$ cat src/design/cooperative_task_tick_scheduler_assert.svh
// Assertion macros for the task tick scheduler.
// Used by the top level; the enclosing module supplies clk and rst_n.
`ifndef COOPERATIVE_TASK_TICK_SCHEDULER_ASSERT_SVH
`define COOPERATIVE_TASK_TICK_SCHEDULER_ASSERT_SVH

// Same-cycle implication, checked at every clock edge outside reset.
`define CTTS_ASSERT_IMPL(label, ante, cons, msg) \
  label: assert property (@(posedge clk) disable iff (!rst_n) (ante) |-> (cons)) \
    else $error(msg);

// Next-cycle implication, checked at every clock edge outside reset.
`define CTTS_ASSERT_NEXT(label, ante, cons, msg) \
  label: assert property (@(posedge clk) disable iff (!rst_n) (ante) |=> (cons)) \
    else $error(msg);

`endif

$ cat src/design/ctts_pkg.sv
// Shared types and constants of the task tick scheduler.
// Used by the controller, the datapath and the top level; depends on nothing.
package ctts_pkg;

  localparam int REQ_W      = 2;
  localparam int SLOT_W     = 3;
  localparam int TASK_W     = 8;
  localparam int TIME_W     = 16;
  localparam int PEND_W     = 8;
  localparam int MAX_OUT    = 8;
  localparam int CNT_W      = 3;
  localparam int IN_DATA_W  = 48;
  localparam int OUT_DATA_W = 16;

  localparam logic [PEND_W-1:0] PEND_MAX = 8'hFF;

  typedef enum logic [REQ_W-1:0] {
    REQ_CREATE   = 2'd0,
    REQ_DELETE   = 2'd1,
    REQ_TICK     = 2'd2,
    REQ_DISPATCH = 2'd3
  } req_t;

  typedef enum logic [1:0] {
    ST_IDLE,
    ST_CREATE,
    ST_REPLY,
    ST_WALK
  } ctl_state_t;

  // One entry of the task table memory.
  typedef struct packed {
    logic [TASK_W-1:0] task_id;
    logic [TIME_W-1:0] countdown;
    logic [TIME_W-1:0] reload;
    logic [PEND_W-1:0] pending;
  } rec_t;

  typedef struct packed {
    logic load_req;
    logic idx_inc;
    logic do_create;
    logic emit_fail;
    logic do_delete;
    logic emit_none;
    logic walk_adv;
  } cmd_t;

  typedef struct packed {
    req_t req;
    logic free_here;
    logic scan_end;
    logic any_ready;
    logic ex_emit;
    logic ex_last;
    logic walk_done;
    logic out_free;
  } sts_t;

endpackage

$ cat src/design/ctts_ctrl.sv
// Controller state machine of the task tick scheduler.
// Depends on ctts_pkg; drives the datapath by command and reads its status.
module ctts_ctrl (
  input  logic           clk,
  input  logic           rst_n,
  input  logic           in_tvalid,
  output logic           in_tready,
  input  ctts_pkg::req_t in_req,
  input  ctts_pkg::sts_t sts,
  output ctts_pkg::cmd_t cmd
);
  import ctts_pkg::*;

  ctl_state_t state_r, state_nxt;

  always_ff @(posedge clk) begin
    if (!rst_n) begin
      state_r <= ST_IDLE;
    end else begin
      state_r <= state_nxt;
    end
  end

  always_comb begin
    state_nxt = state_r;
    cmd       = '0;
    in_tready = 1'b0;
    unique case (state_r)
      ST_IDLE: begin
        in_tready = 1'b1;
        if (in_tvalid) begin
          cmd.load_req = 1'b1;
          unique case (in_req)
            REQ_CREATE:   state_nxt = ST_CREATE;
            REQ_DELETE:   state_nxt = ST_REPLY;
            REQ_TICK:     state_nxt = ST_WALK;
            REQ_DISPATCH: state_nxt = sts.any_ready ? ST_WALK : ST_REPLY;
          endcase
        end
      end
      ST_CREATE: begin
        priority if (sts.free_here) begin
          if (sts.out_free) begin
            cmd.do_create = 1'b1;
            state_nxt     = ST_IDLE;
          end
        end else if (sts.scan_end) begin
          state_nxt = ST_REPLY;
        end else begin
          cmd.idx_inc = 1'b1;
        end
      end
      ST_REPLY: begin
        if (sts.out_free) begin
          state_nxt = ST_IDLE;
          unique case (sts.req)
            REQ_CREATE:   cmd.emit_fail = 1'b1;
            REQ_DELETE:   cmd.do_delete = 1'b1;
            REQ_DISPATCH: cmd.emit_none = 1'b1;
            REQ_TICK:     cmd.emit_none = 1'b0;
          endcase
        end
      end
      ST_WALK: begin
        priority if (sts.walk_done) begin
          state_nxt = ST_IDLE;
        end else if (sts.ex_emit) begin
          if (sts.out_free) begin
            cmd.walk_adv = 1'b1;
            if (sts.ex_last) begin
              state_nxt = ST_IDLE;
            end
          end
        end else begin
          cmd.walk_adv = 1'b1;
        end
      end
      default: state_nxt = ST_IDLE;
    endcase
  end

endmodule

$ cat src/design/ctts_datapath.sv
// Datapath of the task tick scheduler: request register, slot flags, table
// memory, walk pipeline and output register. Depends on ctts_pkg.
module ctts_datapath #(
  parameter int SLOTS = 8
) (
  input  logic                                clk,
  input  logic                                rst_n,
  input  ctts_pkg::cmd_t                      cmd,
  output ctts_pkg::sts_t                      sts,
  input  logic [ctts_pkg::IN_DATA_W-1:0]      in_tdata,
  input  logic [ctts_pkg::REQ_W-1:0]          in_tuser,
  output logic                                out_tvalid,
  input  logic                                out_tready,
  output logic [ctts_pkg::OUT_DATA_W-1:0]     out_tdata,
  output logic                                out_tuser,
  output logic                                out_tlast
);
  import ctts_pkg::*;

  localparam int IDXW = $clog2(SLOTS);
  localparam int SW   = (IDXW > SLOT_W) ? IDXW : SLOT_W;

  function automatic logic [SLOT_W-1:0] to_slot(input logic [IDXW-1:0] i);
    logic [SW-1:0] w;
    w = SW'(i);
    return w[SLOT_W-1:0];
  endfunction

  // Request register.
  req_t              req_r;
  logic [SLOT_W-1:0] req_slot_r;
  logic [TASK_W-1:0] req_task_r;
  logic [TIME_W-1:0] req_dly_r;
  logic [TIME_W-1:0] req_per_r;

  always_ff @(posedge clk) begin
    if (cmd.load_req) begin
      req_r      <= req_t'(in_tuser);
      req_slot_r <= in_tdata[SLOT_W-1:0];
      req_task_r <= in_tdata[SLOT_W+TASK_W-1:SLOT_W];
      req_dly_r  <= in_tdata[SLOT_W+TASK_W+TIME_W-1:SLOT_W+TASK_W];
      req_per_r  <= in_tdata[SLOT_W+TASK_W+2*TIME_W-1:SLOT_W+TASK_W+TIME_W];
    end
  end

  // Slot flags: a slot is ready when it is valid and has a pending run.
  logic [SLOTS-1:0] valid_r;
  logic [SLOTS-1:0] ready_r;

  // Scan and walk control.
  logic [IDXW-1:0]  scan_idx_r;
  logic [IDXW:0]    rd_idx_r;
  logic             ex_vld_r;
  logic [IDXW-1:0]  ex_idx_r;
  logic [CNT_W-1:0] cnt_r;
  logic             rd_in_range;

  assign rd_in_range = rd_idx_r < (IDXW+1)'(SLOTS);

  always_ff @(posedge clk) begin
    if (!rst_n) begin
      ex_vld_r <= 1'b0;
    end else if (cmd.load_req) begin
      ex_vld_r <= 1'b0;
    end else if (cmd.walk_adv) begin
      ex_vld_r <= rd_in_range;
    end
  end

  always_ff @(posedge clk) begin
    if (cmd.load_req) begin
      scan_idx_r <= '0;
      rd_idx_r   <= '0;
      cnt_r      <= '0;
    end else begin
      if (cmd.idx_inc) begin
        scan_idx_r <= scan_idx_r + 1'b1;
      end
      if (cmd.walk_adv) begin
        if (rd_in_range) begin
          ex_idx_r <= rd_idx_r[IDXW-1:0];
          rd_idx_r <= rd_idx_r + 1'b1;
        end
        if (sts.ex_emit) begin
          cnt_r <= cnt_r + 1'b1;
        end
      end
    end
  end

  // Task table memory, one write and one read port, registered read data.
  rec_t            mem [SLOTS];
  rec_t            rd_data_r;
  logic            mem_we;
  logic [IDXW-1:0] mem_waddr;
  rec_t            mem_wdata;
  logic            mem_re;

  always_ff @(posedge clk) begin
    if (mem_we) begin
      mem[mem_waddr] <= mem_wdata;
    end
    if (mem_re) begin
      rd_data_r <= mem[rd_idx_r[IDXW-1:0]];
    end
  end

  assign mem_re = cmd.walk_adv && rd_in_range;

  // Execute stage of the walk.
  rec_t tick_rec;
  rec_t disp_rec;
  logic tick_fire;
  logic ex_tick;
  logic ex_emit;
  logic above;

  always_comb begin
    tick_rec  = rd_data_r;
    tick_fire = 1'b0;
    if (rd_data_r.countdown > TIME_W'(1)) begin
      tick_rec.countdown = rd_data_r.countdown - 1'b1;
    end else if (rd_data_r.countdown == TIME_W'(1)) begin
      tick_fire          = 1'b1;
      tick_rec.countdown = rd_data_r.reload;
      if (rd_data_r.pending != PEND_MAX) begin
        tick_rec.pending = rd_data_r.pending + 1'b1;
      end
    end
    disp_rec         = rd_data_r;
    disp_rec.pending = rd_data_r.pending - 1'b1;
  end

  assign ex_tick = ex_vld_r && (req_r == REQ_TICK) && valid_r[ex_idx_r];
  assign ex_emit = ex_vld_r && (req_r == REQ_DISPATCH) && ready_r[ex_idx_r];

  // Any ready slot after the one in the execute stage.
  always_comb begin
    above = 1'b0;
    for (int j = 0; j < SLOTS; j++) begin
      if (ready_r[j] && (int'(ex_idx_r) < j)) begin
        above = 1'b1;
      end
    end
  end

  // Delete check.
  logic [SW-1:0]   del_wide;
  logic [IDXW-1:0] del_idx;
  logic            del_ok;

  assign del_wide = SW'(req_slot_r);
  assign del_idx  = del_wide[IDXW-1:0];
  assign del_ok   = (int'(req_slot_r) < SLOTS) && valid_r[del_idx];

  always_comb begin
    mem_we    = 1'b0;
    mem_waddr = ex_idx_r;
    mem_wdata = tick_rec;
    if (cmd.do_create) begin
      mem_we            = 1'b1;
      mem_waddr         = scan_idx_r;
      mem_wdata.task_id   = req_task_r;
      mem_wdata.countdown = req_dly_r;
      mem_wdata.reload    = req_per_r;
      mem_wdata.pending   = PEND_W'(1);
    end else if (cmd.walk_adv && ex_tick) begin
      mem_we = 1'b1;
    end else if (cmd.walk_adv && ex_emit) begin
      mem_we    = 1'b1;
      mem_wdata = disp_rec;
    end
  end

  always_ff @(posedge clk) begin
    if (!rst_n) begin
      valid_r <= '0;
      ready_r <= '0;
    end else begin
      if (cmd.do_create) begin
        valid_r[scan_idx_r] <= 1'b1;
        ready_r[scan_idx_r] <= 1'b1;
      end
      if (cmd.do_delete && del_ok) begin
        valid_r[del_idx] <= 1'b0;
        ready_r[del_idx] <= 1'b0;
      end
      if (cmd.walk_adv && ex_tick && tick_fire) begin
        ready_r[ex_idx_r] <= 1'b1;
      end
      if (cmd.walk_adv && ex_emit) begin
        ready_r[ex_idx_r] <= (rd_data_r.pending != PEND_W'(1));
      end
    end
  end

  // Output register.
  logic                  out_valid_r;
  logic                  res_status_nxt;
  logic [SLOT_W-1:0]     res_slot_nxt;
  logic [TASK_W-1:0]     res_task_nxt;
  logic                  res_none_nxt;
  logic                  res_last_nxt;
  logic                  out_load;
  logic [OUT_DATA_W-1:0] out_data_r;
  logic                  out_none_r;
  logic                  out_last_r;

  assign out_load = cmd.do_create || cmd.emit_fail || cmd.do_delete || cmd.emit_none
                    || (cmd.walk_adv && ex_emit);

  always_comb begin
    res_status_nxt = 1'b0;
    res_slot_nxt   = '0;
    res_task_nxt   = '0;
    res_none_nxt   = 1'b0;
    res_last_nxt   = 1'b1;
    priority if (cmd.do_create) begin
      res_slot_nxt = to_slot(scan_idx_r);
    end else if (cmd.emit_fail) begin
      res_status_nxt = 1'b1;
    end else if (cmd.do_delete) begin
      res_status_nxt = !del_ok;
      res_slot_nxt   = req_slot_r;
    end else if (cmd.emit_none) begin
      res_none_nxt = 1'b1;
    end else begin
      res_slot_nxt = to_slot(ex_idx_r);
      res_task_nxt = rd_data_r.task_id;
      res_last_nxt = (cnt_r == CNT_W'(MAX_OUT-1)) || !above;
    end
  end

  always_ff @(posedge clk) begin
    if (!rst_n) begin
      out_valid_r <= 1'b0;
    end else if (out_load) begin
      out_valid_r <= 1'b1;
    end else if (out_tready) begin
      out_valid_r <= 1'b0;
    end
  end

  always_ff @(posedge clk) begin
    if (out_load) begin
      out_data_r <= OUT_DATA_W'({res_task_nxt, res_slot_nxt, res_status_nxt});
      out_none_r <= res_none_nxt;
      out_last_r <= res_last_nxt;
    end
  end

  assign out_tvalid = out_valid_r;
  assign out_tdata  = out_data_r;
  assign out_tuser  = out_none_r;
  assign out_tlast  = out_last_r;

  always_comb begin
    sts           = '0;
    sts.req       = req_r;
    sts.free_here = !valid_r[scan_idx_r];
    sts.scan_end  = scan_idx_r == IDXW'(SLOTS-1);
    sts.any_ready = |ready_r;
    sts.ex_emit   = ex_emit;
    sts.ex_last   = res_last_nxt;
    sts.walk_done = !ex_vld_r && !rd_in_range;
    sts.out_free  = !out_valid_r || out_tready;
  end

endmodule

$ cat src/design/cooperative_task_tick_scheduler.sv
// Cooperative task tick scheduler, top level: controller plus datapath.
// Depends on ctts_pkg, ctts_ctrl, ctts_datapath and the assertion header.
//
// A request arrives on the in_ stream: create a task in the lowest free slot,
// delete a slot, tick every countdown, or dispatch the ready tasks. Create
// and delete answer with one result; a tick answers with none; a dispatch
// answers with one result per slot that has a pending run (at most eight,
// in slot order), or with one result flagged in out_tuser when none is ready.
// out_tlast marks the final result of each request.
// A create scans the valid flags from slot 0 up to the first free slot and
// fails on a full table; tick and dispatch walk the task table memory at one
// slot per cycle on its single read port, but for a result that waits on the
// output.
// in_tready is high only while no request is in work; a request is taken
// while the last result of the previous one still sits in the output register.
// A stalled receiver holds the result in the output register and the walk
// waits on that slot until the transfer completes.
// Reset clears every slot at once through the valid flags; the table memory
// needs no clearing pass, and requests are taken from the first cycle on.
`include "cooperative_task_tick_scheduler_assert.svh"

module cooperative_task_tick_scheduler #(
  parameter int SLOTS = 8
) (
  input  logic                            clk,
  input  logic                            rst_n,
  input  logic                            in_tvalid,
  output logic                            in_tready,
  // slot [2:0], task_id [10:3], start_delay [26:11], reload_period [42:27]
  input  logic [ctts_pkg::IN_DATA_W-1:0]  in_tdata,
  // req_type [1:0]
  input  logic [ctts_pkg::REQ_W-1:0]      in_tuser,
  output logic                            out_tvalid,
  input  logic                            out_tready,
  // status [0], out_slot [3:1], out_task [11:4]
  output logic [ctts_pkg::OUT_DATA_W-1:0] out_tdata,
  // none_ready [0]
  output logic                            out_tuser,
  output logic                            out_tlast
);
  import ctts_pkg::*;

  cmd_t cmd;
  sts_t sts;
  req_t in_req;

  assign in_req = req_t'(in_tuser);

  ctts_ctrl u_ctrl (
    .clk       (clk),
    .rst_n     (rst_n),
    .in_tvalid (in_tvalid),
    .in_tready (in_tready),
    .in_req    (in_req),
    .sts       (sts),
    .cmd       (cmd)
  );

  ctts_datapath #(
    .SLOTS (SLOTS)
  ) u_datapath (
    .clk        (clk),
    .rst_n      (rst_n),
    .cmd        (cmd),
    .sts        (sts),
    .in_tdata   (in_tdata),
    .in_tuser   (in_tuser),
    .out_tvalid (out_tvalid),
    .out_tready (out_tready),
    .out_tdata  (out_tdata),
    .out_tuser  (out_tuser),
    .out_tlast  (out_tlast)
  );

  // A request in work blocks the next one.
  `CTTS_ASSERT_NEXT(a_busy_after_accept, in_tvalid && in_tready, !in_tready, "accepted while busy")
  // The no-ready-task answer is a single, empty result.
  `CTTS_ASSERT_IMPL(a_none_form, out_tvalid && out_tuser, out_tlast && out_tdata == '0, "bad none")
  // While a result that is not the last one waits, its dispatch is still running.
  `CTTS_ASSERT_IMPL(a_dispatch_open, out_tvalid && !out_tlast, !in_tready, "dispatch ended early")

endmodule

$ cat config.mk
export PLATFORM = sky130hd
export DESIGN_NAME = cooperative_task_tick_scheduler
export DESIGN_NICKNAME = d
export VERILOG_FILES = /design/src/design/ctts_pkg.sv /design/src/design/ctts_ctrl.sv /design/src/design/ctts_datapath.sv /design/src/design/cooperative_task_tick_scheduler.sv
export VERILOG_INCLUDE_DIRS = /design/src /design/src/design
export SDC_FILE = /design/constraint.sdc
export NUM_CORES = 1
export LEC_CHECK = 0
export BUFFER_PORTS_ARGS = -buffer_cell sky130_fd_sc_hd__buf_4
export CAP_MARGIN = 20
export CORE_UTILIZATION = 55
export DETAILED_ROUTE_END_ITERATION = 8
export PLACE_DENSITY = 0.81
export SLEW_MARGIN = 20
export SYNTH_ARGS = -nofsm -noshare
export SYNTH_HDL_FRONTEND = slang
export SYNTH_SLANG_ARGS = --single-unit
$ cat constraint.sdc
create_clock -name clk -period 4.67 [get_ports clk]
set_input_delay 0.467 -clock clk [delete_from_list [all_inputs] [get_ports clk]]
set_output_delay 0.467 -clock clk [all_outputs]
set_load 0.01 [all_outputs]
==> summary.md <==
| Metric | Value |
|---|---|
| Maximum VDD drop | approximately 0.00035 V |
| Worst Setup End Kind | flop |
| CTS Sinks | 524 |
| LEAKAGE | 0.007917 uW |
| Yosys cell types | 75 |
| Clock skew | 0.02032 ns |
| Gr busiest metal | met2 |
| Sequential area share after synthesis | 71.72% |
| Fillcell total | between 2,000 and 3,000 |
| Initial antenna violation count | 0 |
| Area fraction of the dominant cell type after synthesis | 68.93% |
| CTS Buf Count | 50 |
| Pwr/cell area | between 300 and 400 mW/mm2 |
| CTS resizes | 0 |
| CTS tree | built |
| Synth Area in Simple Gates | 6.977% |
| Setup crit start kind | flop |
| Die area | 0.03992 mm2 |
| Die H | 199.8 um |
| Slew @ Worst Pin | 1.027 ns |
| Fmax | 0.2396 GHz |
| Fraction of synthesized cell area in xor and xnor cells | 0.4477% |
| Min Tclk post-route | 4.174 ns |
| Hold Crit Class | in2reg |
| GR Util met1 | approximately a third |
| Vias per inst | 6.298 |
| CP required | slightly below 5 ns |
| Final Routed Wirelength | 46,110 um |
| Worst skew pair latency | just under 0.6 ns |
| I/O pin cnt | between 70 and 80 |
| Primary FF master, synth | edfxtp_1 |
| Ys async rst share | 0% |
| CP Max Fanout | between 40 and 50 |
| Post-synthesis instance area | 0.02152 mm2 |
| Compound-Gate Fraction of Synth Area | 4.849% |
| RSZ-0062 raised after global routing | false |
| Commonest cells after routing, fill and taps aside | edfxtp_1 (494), nand2_1 (115), mux4_2 (97) |
| Setup TNS | 0 ns |
| Final setup fails | 0 |
| Final period utilization | between 80 and 90% |
| Vias | 11,830 |
| Post-Synth Adder-Cell Area | less than 1% |
| Cell area after layout | ~0.024 mm2 |
| Htree depth | 2 |
| Ranking of synthesized cells by area | edfxtp_1 (69%), mux4_2 (10%), mux2_2 (2.8%) |
| DIE WIDTH | 199.8 um |
| Total track usage | 23.95% |
| MaxCap Viol Count | 0 |
| Clock slew at reported path FFs | roughly 0.06 ns |
| Leading area contributor after synthesis | edfxtp_1 |
| Detail Route Antenna Nets | 0 |
| Layout cells sized above 1 | around a quarter |
| Commonest non-fill, non-tap cell in the layout | edfxtp_1 |
| Diode count | 0 |
| Port Buffers | 64 |
| Setup Fix Bufs, Post-CTS | 0 |
| Post-synthesis mux area share | between 10% and 20% |
| Synth Area per Inst | 17.27 um2 |
| CORE AREA | 0.03865 mm2 |
| Hold buffer count at cts | 0 |
| Initial DRC count | 1,111 |
| Rel. slew slack | 31.29% |
| 1st-pass router iterations | 7 |
| Grt met3 use | around 3.5% |
| Post-DP HPWL | roughly 27,000 um |
| Area growth syn-to-layout | 12.92% |
| Initial Util | 55.69% |
| First-pass GRT wire length | between 70,000 and 80,000 um |
| Status | completed |
| Post-synthesis cell count | 1,246 |
| Vias in the first global route | 11,970 |
| Placed Area | roughly 0.023 mm2 |
| Global placement routability congestion | roughly 0.87 |
| WL per Instance | roughly 25 um |
| Largest family of logic cells by synthesized area | multiplexers |
| Pins over their slew limit | 0 |
| Final hold vios | 0 |
| Synth warnings | 0 |
| CTS Root Cell | clkbuf_16 |
| Met2 Usage GRT | 39.21% |
| Post-synth EDFFs | 494 |
| Crit path kind | reg2reg |
| Number of remaining DRC errors | 0 |
| Grt total ovfl | 0 |
| WP data arrival | 4.40 ns |
| Largest net degree at the start of global routing | 54 |
| # rows | 72 |
| Nets | 1,386 |
| Synth Register Bits | 524 |
| Maximum clock path buffer count | 3 |
[routing by layer]
| metal | up-vias | part of all wire (%) |
|---|---|---|
| met5 | - | 0 |
| met4 | 0 | 2.3 |
| met3 | 90 | 7.7 |
| met2 | 558 | 49 |
| met1 | 6033 | 41 |
| li1 | 5146 | - |
[final cells by class]
type	count	area, um2	share of cell area (%)
well taps	518	648.1	2.667
flip-flops and latches	524	15440	63.55
inverters	16	60.06	0.2471
repair buffers	88	798.3	3.285
multi-input cells	642	5813	23.92
clock buffers	65	1329	5.468
clock inverters	25	210.2	0.8650
[synth_stat cells, types with 5 or more instances]
| cell | count |
|---|---|
| or3_1 | 6 |
| nor2b_1 | 7 |
| nor3b_1 | 5 |
| a21oi_1 | 24 |
| nand3_1 | 15 |
| mux4_2 | 97 |
| nand2_1 | 115 |
| nor3_1 | 17 |
| clkbuf_1 | 36 |
| nor2_1 | 64 |
| edfxtp_1 | 494 |
| and2_1 | 12 |
| mux2i_1 | 14 |
| o21ai_0 | 28 |
| xnor2_1 | 6 |
| nand4_1 | 9 |
| xor2_1 | 5 |
| buf_4 | 5 |
| nor4_1 | 7 |
| a31oi_1 | 12 |
| ha_1 | 10 |
| inv_1 | 13 |
| o221a_2 | 10 |
| a22oi_1 | 15 |
| and3_1 | 12 |
| nand2b_1 | 11 |
| dfxtp_1 | 30 |
| buf_2 | 15 |
| o211ai_1 | 5 |
| buf_1 | 10 |
| mux2_2 | 54 |
| a41oi_1 | 5 |
[final timing paths]
| path | cells past startpoint | slack [ns] | to | start |
|---|---|---|---|---|
| min | 1 | 0.07 | u_datapath.req_dly_r[7] | in_tdata[18] |
| max reg2reg | 7 | 0.50 | u_datapath.mem[3][10] | u_datapath.scan_idx_r[0] |
| max | 7 | 0.50 | u_datapath.mem[3][10] | u_datapath.scan_idx_r[0] |
| min reg2reg | 2 | 0.51 | u_datapath.cnt_r[1] | u_datapath.cnt_r[1] |
[where the power goes]
| group | internal [uW] | total, uW | switching, uW |
|---|---|---|---|
| Clock | 2170 | 3850 | 1680 |
| Combinational | 147 | 366 | 219 |
| Sequential | 5230 | 5270 | 46.2 |
[cell families after synthesis]
| kind of cell | Yosys count |
|---|---|
| DFF | 524 |
| buffers and inverters | 83 |
| xor gates and xnor gates | 11 |
| other | 1 |
| adders and majority gates | 10 |
| muxes | 167 |
| and+or+nand+nor | 305 |
| AOI/OAI and AO/OA | 145 |
[metrics by stage]
| step | hold WS, ns | total power [uW] | instances | setup WS [ns] | util, % |
|---|---|---|---|---|---|
| finish | 0.06711 | 9490 | 1878 | 0.4956 | 62.88 |
| global route | 0.04614 | 9760 | 1878 | 0.3346 | 62.88 |
| floorplan | 0.4064 | 5586 | 1249 | 0.2904 | - |
| CTS | 0.04312 | 9546 | 1878 | 0.5619 | 62.88 |
| detailed placement | 0.4998 | 5739 | 1788 | 0.5522 | 58.90 |
| global placement | 0.4789 | 5722 | 1788 | 0.7211 | 58.90 |
[state kept, by name (all words and copies together), names as in the netlist]
signal	count
u_ctrl.state_r	2
u_datapath.ex_vld_r	1
u_datapath.req_task_r	8
u_datapath.out_tdata	12
u_datapath.rd_idx_r	4
u_datapath.rd_data_r	8
u_datapath.disp_rec	40
u_datapath.valid_r	8
u_datapath.req_dly_r	16
u_datapath.cnt_r	3
u_datapath.ex_idx_r	3
u_datapath.out_tvalid	1
u_datapath.del_idx	3
u_datapath.req_per_r	16
u_datapath.out_tuser	1
u_datapath.mem	384
u_datapath.ready_r	8
u_datapath.req_r	2
u_datapath.out_tlast	1
u_datapath.scan_idx_r	3
[critical path, cell delays in order, from the launching register on]
cell	delay [ns]
dfxtp_1	0.76
mux2_1	0.41
a222oi_1	0.65
and3_2	0.56
buf_4	0.61
a21oi_1	0.29
nor2_4	0.16
buf_12	0.35
No activity file was read; power rests on OpenSTA's default activity.
